--- config.mk ---
export PLATFORM = sky130hd
export DESIGN_NAME = tcs_ctrl
export DESIGN_NICKNAME = d
export VERILOG_FILES = /design/src/sv/tcs_pkg.sv /design/src/sv/tcs_ctrl.sv
export SDC_FILE = /design/constraint.sdc
export NUM_CORES = 1
export LEC_CHECK = 0
export BUFFER_PORTS_ARGS = -buffer_cell sky130_fd_sc_hd__buf_2
export CELL_PAD_IN_SITES_DETAIL_PLACEMENT = 1
export CELL_PAD_IN_SITES_GLOBAL_PLACEMENT = 1
export CORE_AREA = 2 2 39 41
export DETAILED_ROUTE_END_ITERATION = 10
export DIE_AREA = 0 0 41 43
export GPL_ROUTABILITY_DRIVEN = 0
export PLACE_DENSITY = 0.75
export SLEW_MARGIN = 20
export SYNTH_ARGS = -nofsm -noshare
export SYNTH_HDL_FRONTEND = slang
export SYNTH_SLANG_ARGS = --single-unit
--- constraint.sdc ---
create_clock -name clk -period 1.8 [get_ports clk]
set_clock_uncertainty 0.15 [all_clocks]
set_input_delay 0.18 -clock clk [delete_from_list [all_inputs] [get_ports clk]]
set_output_delay 0.18 -clock clk [all_outputs]
set_load 0.005 [all_outputs]
--- src/sv/tcs_pkg.sv ---
// ----------------------------------------------------------------------------
// tcs_pkg
// Shared constants, types and codes for the text console with scrollback.
// ----------------------------------------------------------------------------
package tcs_pkg;

  // Screen and store geometry
  localparam int SCREEN_COLUMNS = 80;
  localparam int SCREEN_ROWS    = 25;
  localparam int BUFFER_ROWS    = 64;
  localparam int STORE_CELLS    = BUFFER_ROWS * SCREEN_COLUMNS;
  localparam int SCREEN_CELLS   = SCREEN_ROWS * SCREEN_COLUMNS;
  localparam int LAST_TOP       = (STORE_CELLS > SCREEN_CELLS) ?
                                  STORE_CELLS - SCREEN_CELLS : 0;
  // Fold copies the last screen minus one row to the front of the store
  localparam int FOLD_CELLS     = SCREEN_CELLS - SCREEN_COLUMNS;
  localparam int FOLD_SRC       = STORE_CELLS + SCREEN_COLUMNS - SCREEN_CELLS;
  localparam int FOLLOW_STEPS   = BUFFER_ROWS + 2;

  // Field widths
  localparam int POS_W  = 13;
  localparam int ROW_W  = $clog2(BUFFER_ROWS + 1);
  localparam int COL_W  = $clog2(SCREEN_COLUMNS);
  localparam int STEP_W = $clog2(FOLLOW_STEPS + 1);
  localparam int CELL_W = 16;

  // Characters and attribute
  localparam logic [7:0] CH_NEWLINE   = 8'd10;
  localparam logic [7:0] CH_BACKSPACE = 8'd8;
  localparam logic [7:0] CH_SPACE     = 8'd32;
  localparam logic [7:0] RESET_ATTR   = 8'd7;

  // Transaction modes
  typedef enum logic [1:0] {
    MODE_PUT    = 2'd0,
    MODE_FWD    = 2'd1,
    MODE_BACK   = 2'd2,
    MODE_READ   = 2'd3
  } mode_t;

  // Controller states
  typedef enum logic [3:0] {
    ST_CLEAR,
    ST_IDLE,
    ST_DISPATCH,
    ST_FOLLOW,
    ST_COPY,
    ST_FOLD_FIN,
    ST_BLANK,
    ST_RESULT
  } state_t;

  // Datapath operations
  typedef enum logic [3:0] {
    OP_NONE,
    OP_CLEAR,
    OP_PUT,
    OP_FOLLOW,
    OP_COPY,
    OP_FOLD_FIN,
    OP_BLANK,
    OP_SCROLL,
    OP_READ,
    OP_RESULT
  } op_t;

  typedef struct packed {
    op_t  op;
    logic latch;
    logic cnt_clr;
  } cmd_t;

  typedef struct packed {
    mode_t mode;
    logic  clr_done;
    logic  copy_done;
    logic  blank_done;
    logic  overflow;
    logic  follow_exit;
    logic  out_free;
  } status_t;

endpackage

--- src/sv/tcs_ctrl.sv ---
// ----------------------------------------------------------------------------
// tcs_ctrl
// Sequencer: clearing pass, command dispatch, fold, follow-scroll loop.
// ----------------------------------------------------------------------------
module tcs_ctrl (
  input  logic             clk,
  input  logic             rst_n,
  input  logic             in_valid,
  output logic             in_ready,
  input  tcs_pkg::status_t sts,
  output tcs_pkg::cmd_t    cmd
);
  import tcs_pkg::*;

  state_t state_r, state_nxt;

  // State register
  always_ff @(posedge clk) begin
    if (!rst_n) begin
      state_r <= ST_CLEAR;
    end else begin
      state_r <= state_nxt;
    end
  end

  // Next state and commands
  always_comb begin
    state_nxt   = state_r;
    cmd.op      = OP_NONE;
    cmd.latch   = 1'b0;
    cmd.cnt_clr = 1'b0;
    in_ready    = 1'b0;
    unique case (state_r)
      ST_CLEAR: begin
        cmd.op = OP_CLEAR;
        if (sts.clr_done) state_nxt = ST_IDLE;
      end
      ST_IDLE: begin
        in_ready    = 1'b1;
        cmd.cnt_clr = 1'b1;
        if (in_valid) begin
          cmd.latch = 1'b1;
          state_nxt = ST_DISPATCH;
        end
      end
      ST_DISPATCH: begin
        unique case (sts.mode)
          MODE_PUT: begin
            cmd.op    = OP_PUT;
            state_nxt = ST_FOLLOW;
          end
          MODE_FWD, MODE_BACK: begin
            cmd.op    = OP_SCROLL;
            state_nxt = ST_RESULT;
          end
          MODE_READ: begin
            cmd.op    = OP_READ;
            state_nxt = ST_RESULT;
          end
          default: state_nxt = ST_RESULT;
        endcase
      end
      ST_FOLLOW: begin
        cmd.op      = OP_FOLLOW;
        cmd.cnt_clr = 1'b1;
        if (sts.overflow)         state_nxt = ST_COPY;
        else if (sts.follow_exit) state_nxt = ST_RESULT;
        else                      state_nxt = ST_BLANK;
      end
      ST_COPY: begin
        cmd.op = OP_COPY;
        if (sts.copy_done) state_nxt = ST_FOLD_FIN;
      end
      ST_FOLD_FIN: begin
        cmd.op      = OP_FOLD_FIN;
        cmd.cnt_clr = 1'b1;
        state_nxt   = ST_BLANK;
      end
      ST_BLANK: begin
        cmd.op = OP_BLANK;
        if (sts.blank_done) state_nxt = ST_FOLLOW;
      end
      ST_RESULT: begin
        if (sts.out_free) begin
          cmd.op    = OP_RESULT;
          state_nxt = ST_IDLE;
        end
      end
      default: state_nxt = ST_IDLE;
    endcase
  end

endmodule

==> flow_summary.toml, run 1 <==
[synth]
synth_edf_count = 0
synth_top_cell_by_area = "dfxtp_1"
synth_area_um2 = 354
synth-simple-area-share_pct = 20.5
yosys.area.top_type_share_pct = 17.0
synth_top_family_by_area = "compound AO/OA/AOI/OAI gates"
post_synth_main_area_contributors = "dfxtp_1, ha_1, a21oi_1"
synth_fp_nets = 61
synthCells = 47
synthMuxAreaShare_pct = 8.83
ys.warnings.count = 0
synth-compound-area-share_pct = 31.4
ys_seq_elements = 3
synth_xor_area_share_pct = 0
synth_cell_type_count = 28
ys_seq_area_share_pct = 17.0
synthAdderAreaFrac_pct = 10.6
async_reset_ff_share_pct = 0
synth_top_flop_cell = "dfxtp_1"
avgSynthCellArea_um2 = 7.53

[pwr]
p_leak_nw = 0.237
swShare_pct = 36.7
irDropWorstVdd_mv = 0.216
pwr-share-seq_pct = 29.6
p_int_mw = 0.233
power.total_mw = 0.368
power_frac_comb_pct = 37.5
p_per_area_mw_per_mm2 = 784
p_sw_mw = 0.135
clock_power_share_pct = 32.9

[die]
rows = 14
core_area_mm2 = 0.00138
io_pins = 18
die_h_um = 43
die_w_um = 41
die_area_mm2 = 0.00176
initial_utilization_pct = 25.6

[routing]
route.detailed.drc = 0
vias_per_cell = 5.00
dr.pass1.iters = 2
ant_nets = 0
first_iter_violations = 7
vias = 405
wl_per_cell_um = 11.4
finalWirelength_um = 925

[place]
port_buffers = 17
postPlaceCellArea_um2 = 440
dp_hpwl_um = 730
dp.cells = 77
post-place-ws_ps = 221

[timing]
tns_ps = 0
timing.fmax_mhz = 624
slew_viol_final = 0
whs_ps = 61.2
rsz0062_at_grt = "false"
period_minus_slack_ps = 1600
timing.final.ws_setup_ps = 197
setup_viol = 0
worstMarginPinSlew_ps = 285
hold_violations = 0
period_share_pct = 89.1
relSlewSlack_pct = 80.7

[final_layout]
diodes = 0
largest_register_ffs = 3
top_register = "state_r"
final_cell_mix = "buf_2, a21oi_1, nand2_1"
regArea_um2 = 62.6
layout.cells.non_filler = 81
fillers = 184
final_cell_area_um2 = 469
top_regs = "state_r (3)"
multiInputGateArea_um2 = 253
layout_commonest_cell = "buf_2"
synthToLayoutAreaGrowth_pct = 32.5
drive_gt1_share_pct = 36.9
post-route-util_pct = 33.9
nets = 80

[cts]
clock-sinks = 3
clockBufferDepth = 2
numCtsBuffers = 3
clk_pin_slew_ps = 40
cts.htree.levels = 1
cts_tree = "built"
cts_setup_buffers = 0
clockRootBuffer = "clkbuf_4"
clk_latency_ps = 240

[setup_path]
r2r_setup_slack_ps = 450
critPathMaxStageDelay_ps = 430
path_max_fanout = 12
start_kind = "flop"
cp_data_arrival_time_ps = 1270
path_delay_family = "flip-flops"
crit_type = "flop to primary output"
crit_required_ps = 1470
end_kind = "primary output"
crit_chain = "nor2_1 > and2_1 > a211oi_1 > buf_2"
cpMaxStageDelayCell = "dfxtp_2"
worst-path-buf-inv = 1

[grt]
grt_pass1_vias = 351
gr-total-overflow = 0
grt_max_degree = 19
grt_antenna_before_repair = 0
grt_pass1_wl_um = 1360
track_usage_pct = 11.3

[run_status]
outcome = "finished, final reports clean"

[flow_run]
max_cap_viol_count = 0

[min_path]
hold_path.class = "input pin to flop"
final cells by class:
| type | count | area share (%) |
|---|---|---|
| sequential | 3 | 13.3 |
| tap | 16 | 4.27 |
| clock buffer | 4 | 5.60 |
| multi-input combinational | 36 | 53.9 |
| inverter | 4 | 3.20 |
| timing repair buffer | 18 | 19.7 |
path summary, 6_finish.rpt:
kind | from | to | cells past startpoint
worst min register to register | state_r[0]$_SDFFE_PN0P_ | state_r[0]$_SDFFE_PN0P_ | 1
worst min-delay path | rst_n | state_r[0]$_SDFFE_PN0P_ | 3
worst max register to register | state_r[0]$_SDFFE_PN0P_ | state_r[0]$_SDFFE_PN0P_ | 3
worst max-delay path | state_r[2]$_SDFFE_PN0P_ | cmd[2] | 4
cell usage after synthesis (2+ instances only):
cell	n
nor2b_1	2
ha_1	3
a21oi_1	5
buf_2	3
inv_1	3
nor2_1	3
nand2_1	4
dfxtp_1	3
mux2i_1	2
routing by layer:
layer,track usage [%],part of all wire (%),up-vias
li1,-,-,206
met1,12.7,42,183
met2,18.1,49,14
met3,3.14,7.8,2
met4,6.00,1.2,0
met5,0,0,-
worst register-to-register path, stage by stage (launching register included):
cell      delay (ps)
dfxtp_2          400
or4_1            500
o311ai_1         110
a31oi_1           60
power groups by stage:
| stage | logic, mW | registers, mW | clock network [mW] |
|---|---|---|---|
| 6_report | 0.138 | 0.109 | 0.121 |
| 5_1_grt | 0.155 | 0.113 | 0.130 |
| 4_1_cts | 0.140 | 0.107 | 0.127 |
| 3_5_place_dp | 0.140 | 0.108 | 0 |
| 3_3_place_gp | 0.137 | 0.107 | 0 |
| 2_1_floorplan | 0.117 | 0.0830 | 0 |
timing repair:
item,CTS,global route
hold buffers,0,0
setup endpoints to repair,0,1
endpoints found under the hold margin,0,0
resized for setup,0,2
kinds of logic after synthesis:
| family | Yosys count |
|---|---|
| AO/OA/AOI/OAI | 16 |
| adder cells (fa/ha/maj) | 3 |
| buffers and inverters | 8 |
| flip-flops | 3 |
| multiplexers | 3 |
| AND/OR/NAND/NOR | 14 |
No activity file was read; power rests on OpenSTA's default activity.
==> run 2: changes to the inputs <==
- ABC_AREA: unset -> 1
- CORE_AREA: 2 2 39 41 -> unset
- CORE_MARGIN: unset -> 1
- CORE_UTILIZATION: unset -> 30
- DIE_AREA: 0 0 41 43 -> unset
- PLACE_DENSITY: 0.75 -> 0.79
==> run 2 against run 1 <==
Fmax decreased by 4.8%. Worst hold slack worse by 17 ps. Routed wire length rose by 39%. First-iteration DRC count up 100%. Synthesized cell count grew 64%. Clock-buffer cell count is the same. Sequential cell count is the same. Synthesized area grew 35%. Non-clock buffer count unchanged. Final area increased by 25%. Global-route usage up 5.1 points.
==> flow_summary.toml, run 2 <==
[cts]
numCtsBuffers = 3
clk_pin_slew_ps = 40
cts.htree.levels = 1
cts_tree = "built"
cts_setup_buffers = 0
clockRootBuffer = "clkbuf_4"
clock-sinks = 3
clk_latency_ps = 230
clockBufferDepth = 2

[routing]
wl_per_cell_um = 11.5
route.detailed.drc = 0
ant_nets = 0
vias_per_cell = 4.89
dr.pass1.iters = 4
first_iter_violations = 14
finalWirelength_um = 1290
vias = 548

[setup_path]
cp.depth = 5
end_kind = "primary output"
crit_type = "flop to primary output"
critPathMaxStageDelay_ps = 450
endpoint = "cmd[2]"
path_delay_family = "flip-flops"
r2r-start = "state_r[0]$_SDFFE_PN0P_"
cp-startpoint = "state_r[2]$_SDFFE_PN0P_"
crit_chain = "inv_6 > nor3_1 > a21oi_1 > a31oi_1 > buf_2"
path_max_fanout = 9
crit_required_ps = 1470
start_kind = "flop"
rr_worst_depth = 8
r2r_setup_slack_ps = 390
cp_data_arrival_time_ps = 1350
worst-path-buf-inv = 2
cpMaxStageDelayCell = "dfxtp_2"
rr_endpoint = "state_r[0]$_SDFFE_PN0P_"

[timing]
tns_ps = 0
slew_viol_final = 0
worstMarginPinSlew_ps = 232
rsz0062_at_grt = "false"
period_minus_slack_ps = 1680
timing.fmax_mhz = 594
timing.final.ws_setup_ps = 115
hold_violations = 0
period_share_pct = 93.6
relSlewSlack_pct = 84.4
setup_viol = 0

[final_layout]
top_regs = "state_r (3)"
synthToLayoutAreaGrowth_pct = 22.6
final_cell_mix = "buf_2, inv_1, nand2_1"
largest_register_ffs = 3
diodes = 0
nets = 111
top_register = "state_r"
layout_commonest_cell = "buf_2"
fillers = 206
drive_gt1_share_pct = 35.4

[die]
io_pins = 18
rows = 14
die_area_mm2 = 0.00175
die_h_um = 41.9
die_w_um = 41.9
core_area_mm2 = 0.00149
initial_utilization_pct = 32.0

[grt]
grt_max_degree = 11
grt_pass1_vias = 537
track_usage_pct = 16.4
grt_antenna_before_repair = 0
grt_pass1_wl_um = 2190
gr-total-overflow = 0

[place]
port_buffers = 17
dp_hpwl_um = 1100
post-place-ws_ps = 223

[synth]
ys.warnings.count = 0
post_synth_main_area_contributors = "dfxtp_1, inv_1, nand2_1"
synth_fp_nets = 91
synth_top_cell_by_area = "dfxtp_1"
yosysMostFrequentCell = "inv_1"
synth_top_flop_cell = "dfxtp_1"
yosys.area.top_type_share_pct = 12.6
synth_area_um2 = 477
avgSynthCellArea_um2 = 6.19
async_reset_ff_share_pct = 0
ys_seq_area_share_pct = 12.6
synth_edf_count = 0
synth_cell_type_count = 23
yosys-top-cells-count = "inv_1, nand2_1, nor2_1"
synthCells = 77
ys_seq_elements = 3

[pwr]
p_per_area_mw_per_mm2 = 1360
p_sw_mw = 0.405
p_int_mw = 0.392
swShare_pct = 50.9
irDropWorstVdd_mv = 0.429
pwr-share-seq_pct = 20.4
clock_power_share_pct = 14.5
power.total_mw = 0.797
power_frac_comb_pct = 65.2
p_leak_nw = 0.373

[min_path]
hold_path.class = "input pin to flop"

[flow_run]
max_cap_viol_count = 0

[run_status]
outcome = "finished, final reports clean"
==> run 2: changes by cell type in the layout (fill, tap and decap cells not counted), sizes merged, moves of 2 or more <==
| cell | previous run | this run |
|---|---|---|
| nor2b | 2 | 0 |
| nand3 | 1 | 7 |
| nor2 | 3 | 12 |
| mux2i | 2 | 0 |
| nor3 | 0 | 2 |
| nand2 | 4 | 16 |
| inv | 4 | 19 |
==> run 2: through the flow <==
stage	utilization [%]	cell area, µm²	hold slack [ps]	std cells
5_1_grt	39.2	584	44.0	112
2_1_floorplan	-	477	151	77
3_5_place_dp	37.3	556	293	108
4_1_cts	39.2	584	39.8	112
3_3_place_gp	37.3	556	271	108
6_report	39.2	584	44.3	112
==> run 2: power groups by stage <==
stage	sequential [mW]	combinational [mW]	clock [mW]
after floorplan	0.105	0.454	0
after global placement	0.154	0.509	0
after detailed placement	0.158	0.523	0
after CTS	0.162	0.528	0.120
after global routing	0.167	0.583	0.126
final	0.162	0.519	0.115
==> run 2: layout make-up <==
type,count,area [µm²],share of cell area (%)
Timing Repair Buffer,18,92.6,15.8
Clock buffer,4,26.3,4.50
Tap cell,16,20.0,3.43
Multi-Input combinational cell,52,304,52.0
Inverter,19,78.8,13.5
Sequential cell,3,62.6,10.7
==> run 2: cell families (layout without fill, tap and decap cells) <==
logic type / count (synthesis) / after routing / share of synthesized area [%]
and+or+nand+nor: 38 / 38 / 42.8
adders and majority gates: 3 / 3 / 7.87
DFF: 3 / 3 / 12.6
AOI/OAI and AO/OA: 11 / 11 / 13.1
buffers and inverters: 22 / 41 / 23.6
==> run 2: routing by layer <==
| layer | wire length [µm] | track usage [%] | vias up |
|---|---|---|---|
| met5 | 0 | 0 | - |
| met4 | 14 | 7.74 | 0 |
| met3 | 47 | 3.04 | 2 |
| met2 | 679 | 29.4 | 15 |
| met1 | 543 | 18.3 | 250 |
| li1 | - | - | 281 |
==> run 2: worst register-to-register path: cells and delay by family, from the launching register on <==
family,cells,cell delay (ps)
and+or+nand+nor,6,540
DFF,1,390
buffers and inverters,2,220
==> run 2: worst min-delay path by stage <==
| stage | start | end | cells after the start | slack (ps) |
|---|---|---|---|---|
| after floorplan | rst_n | state_r[1]$_SDFFE_PN0P_ | 2 | 150 |
| after global placement | rst_n | state_r[1]$_SDFFE_PN0P_ | 3 | 270 |
| after detailed placement | rst_n | state_r[1]$_SDFFE_PN0P_ | 3 | 290 |
| after CTS | rst_n | state_r[1]$_SDFFE_PN0P_ | 3 | 40 |
| after global routing | rst_n | state_r[1]$_SDFFE_PN0P_ | 3 | 40 |
| final | rst_n | state_r[1]$_SDFFE_PN0P_ | 3 | 40 |
==> run 2: what timing repair did <==
| item | CTS | global route |
|---|---|---|
| hold buffers | 0 | 0 |
| setup endpoints to repair | 1 | 0 |
| resized for setup | 2 | 0 |
==> run 3: changes to the inputs <==
- RECOVER_POWER: unset -> 100
==> run 3 against run 2 <==
Total power decreased by 2.6%. Critical endpoint unchanged. Cell count unchanged. Final area decreased by 2.4%. Critical path depth unchanged. Utilization decreased by 0.92 points. Sequential cell count unchanged. Via count decreased by 0.18%. Global-route usage unchanged. Die area unchanged. Clock-buffer cell count unchanged. Largest power group unchanged. Sequential power about the same.
==> flow_summary.toml, run 3 (synthesized netlist as in run 2, its figures left out) <==
[run_status]
outcome = "finished, final reports clean"

[setup_path]
end_kind = "primary output"
crit_required_ps = 1470
r2r-start = "state_r[0]$_SDFFE_PN0P_"
worst-path-buf-inv = 2
path_max_fanout = 9
crit_chain = "inv_6 > nor3_1 > a21oi_1 > a31oi_1 > buf_2"
cpMaxStageDelayCell = "dfxtp_2"
start_kind = "flop"
rr_worst_depth = 8
crit_type = "flop to primary output"
path_delay_family = "flip-flops"
r2r_setup_slack_ps = 290
cp-startpoint = "state_r[2]$_SDFFE_PN0P_"
cp_data_arrival_time_ps = 1360
critPathMaxStageDelay_ps = 450
rr_endpoint = "state_r[0]$_SDFFE_PN0P_"

[grt]
track_usage_pct = 16.4
gr-total-overflow = 0
grt_antenna_before_repair = 0
grt_pass1_wl_um = 2190
grt_pass1_vias = 537
grt_max_degree = 11

[routing]
route.detailed.drc = 0
wl_per_cell_um = 11.6
dr.pass1.iters = 4
vias = 547
finalWirelength_um = 1300
first_iter_violations = 12
vias_per_cell = 4.88
ant_nets = 0

[timing]
worstMarginPinSlew_ps = 232
timing.fmax_mhz = 593
hold_violations = 0
rsz0062_at_grt = "false"
slew_viol_final = 0
period_minus_slack_ps = 1690
relSlewSlack_pct = 84.4
tns_ps = 0
period_share_pct = 93.7
timing.final.ws_setup_ps = 113
setup_viol = 0

[final_layout]
top_register = "state_r"
diodes = 0
fillers = 208
nets = 111
layout.cells.non_filler = 112
top_regs = "state_r (3)"
layout_commonest_cell = "inv_1"
drive_gt1_share_pct = 32.3
synthToLayoutAreaGrowth_pct = 19.7
largest_register_ffs = 3
final_cell_mix = "inv_1, buf_2, nand2_1"
post-route-util_pct = 38.3

[min_path]
hold_depth = 3
min_from = "rst_n"
holdPathEnd = "state_r[1]$_SDFFE_PN0P_"
hold_path.class = "input pin to flop"

[cts]
clockBufferDepth = 2
holdBufCountCts = 0
clk_pin_slew_ps = 40
clk_latency_ps = 230
clockRootBuffer = "clkbuf_4"
clock-sinks = 3
cts_tree = "built"
cts_setup_buffers = 0
numCtsBuffers = 3
cts.htree.levels = 1

[pwr]
p_per_area_mw_per_mm2 = 1360
irDropWorstVdd_mv = 0.418
p_leak_nw = 0.361

[die]
die_w_um = 41.9
initial_utilization_pct = 32.0
die_area_mm2 = 0.00175
die_h_um = 41.9
core_area_mm2 = 0.00149
io_pins = 18
rows = 14

[flow_run]
max_cap_viol_count = 0

[place]
post-place-ws_ps = 223
port_buffers = 17
dp.cells = 108
dp_hpwl_um = 1100
run 3: worst max-delay path by stage:
stage | slack, ps | depth (start not counted) | to
finish | 110 | 5 | cmd[2]
global route | 3 | 5 | cmd[2]
CTS | 100 | 5 | cmd[2]
detailed placement | 220 | 5 | cmd[2]
global placement | 280 | 5 | cmd[2]
floorplan | 510 | 6 | cmd[2]
run 3: layout make-up:
type | instances | area [µm²] | area share [%]
clock buffers | 4 | 26.3 | 4.61
inverters | 19 | 78.8 | 13.8
multi-input cells | 52 | 292 | 51.1
flip-flops and latches | 3 | 62.6 | 11.0
well taps | 16 | 20.0 | 3.51
repair buffers | 18 | 91.3 | 16.0
run 3: where the power goes:
group	internal (mW)	switching [mW]	leakage, nW
Combinational	0.199	0.300	0.320
Clock	0.0829	0.0323	0.0150
Sequential	0.0986	0.0631	0.0256
run 3: worst min-delay path: cells and delay by family:
kind                   cells  cell delay [ps]
buffers and inverters      1              110
AND/OR/NAND/NOR            2               90
run 3: through the flow:
step / cell area [µm²] / hold WS, ps / total power, mW
after detailed placement: 556 / 293 / 0.681
after floorplan: 477 / 151 / 0.559
after CTS: 584 / 39.8 / 0.810
final: 571 / 43.8 / 0.776
after global routing: 571 / 44.0 / 0.853
after global placement: 556 / 271 / 0.663
run 3: timing repair:
action                                  4_1_cts  5_1_grt
gates resized for setup                       2        0
endpoints found under the setup margin        1        0
hold endpoints to repair                      0        0
run 3: per-layer routing:
layer  GRT usage, %  share of wire [%]  routed length, µm
met1           18.3                 42                550
met2           29.4                 51                668
met3           3.04                4.9                 63
met4           7.74                1.1                 14
met5              0                  0                  0
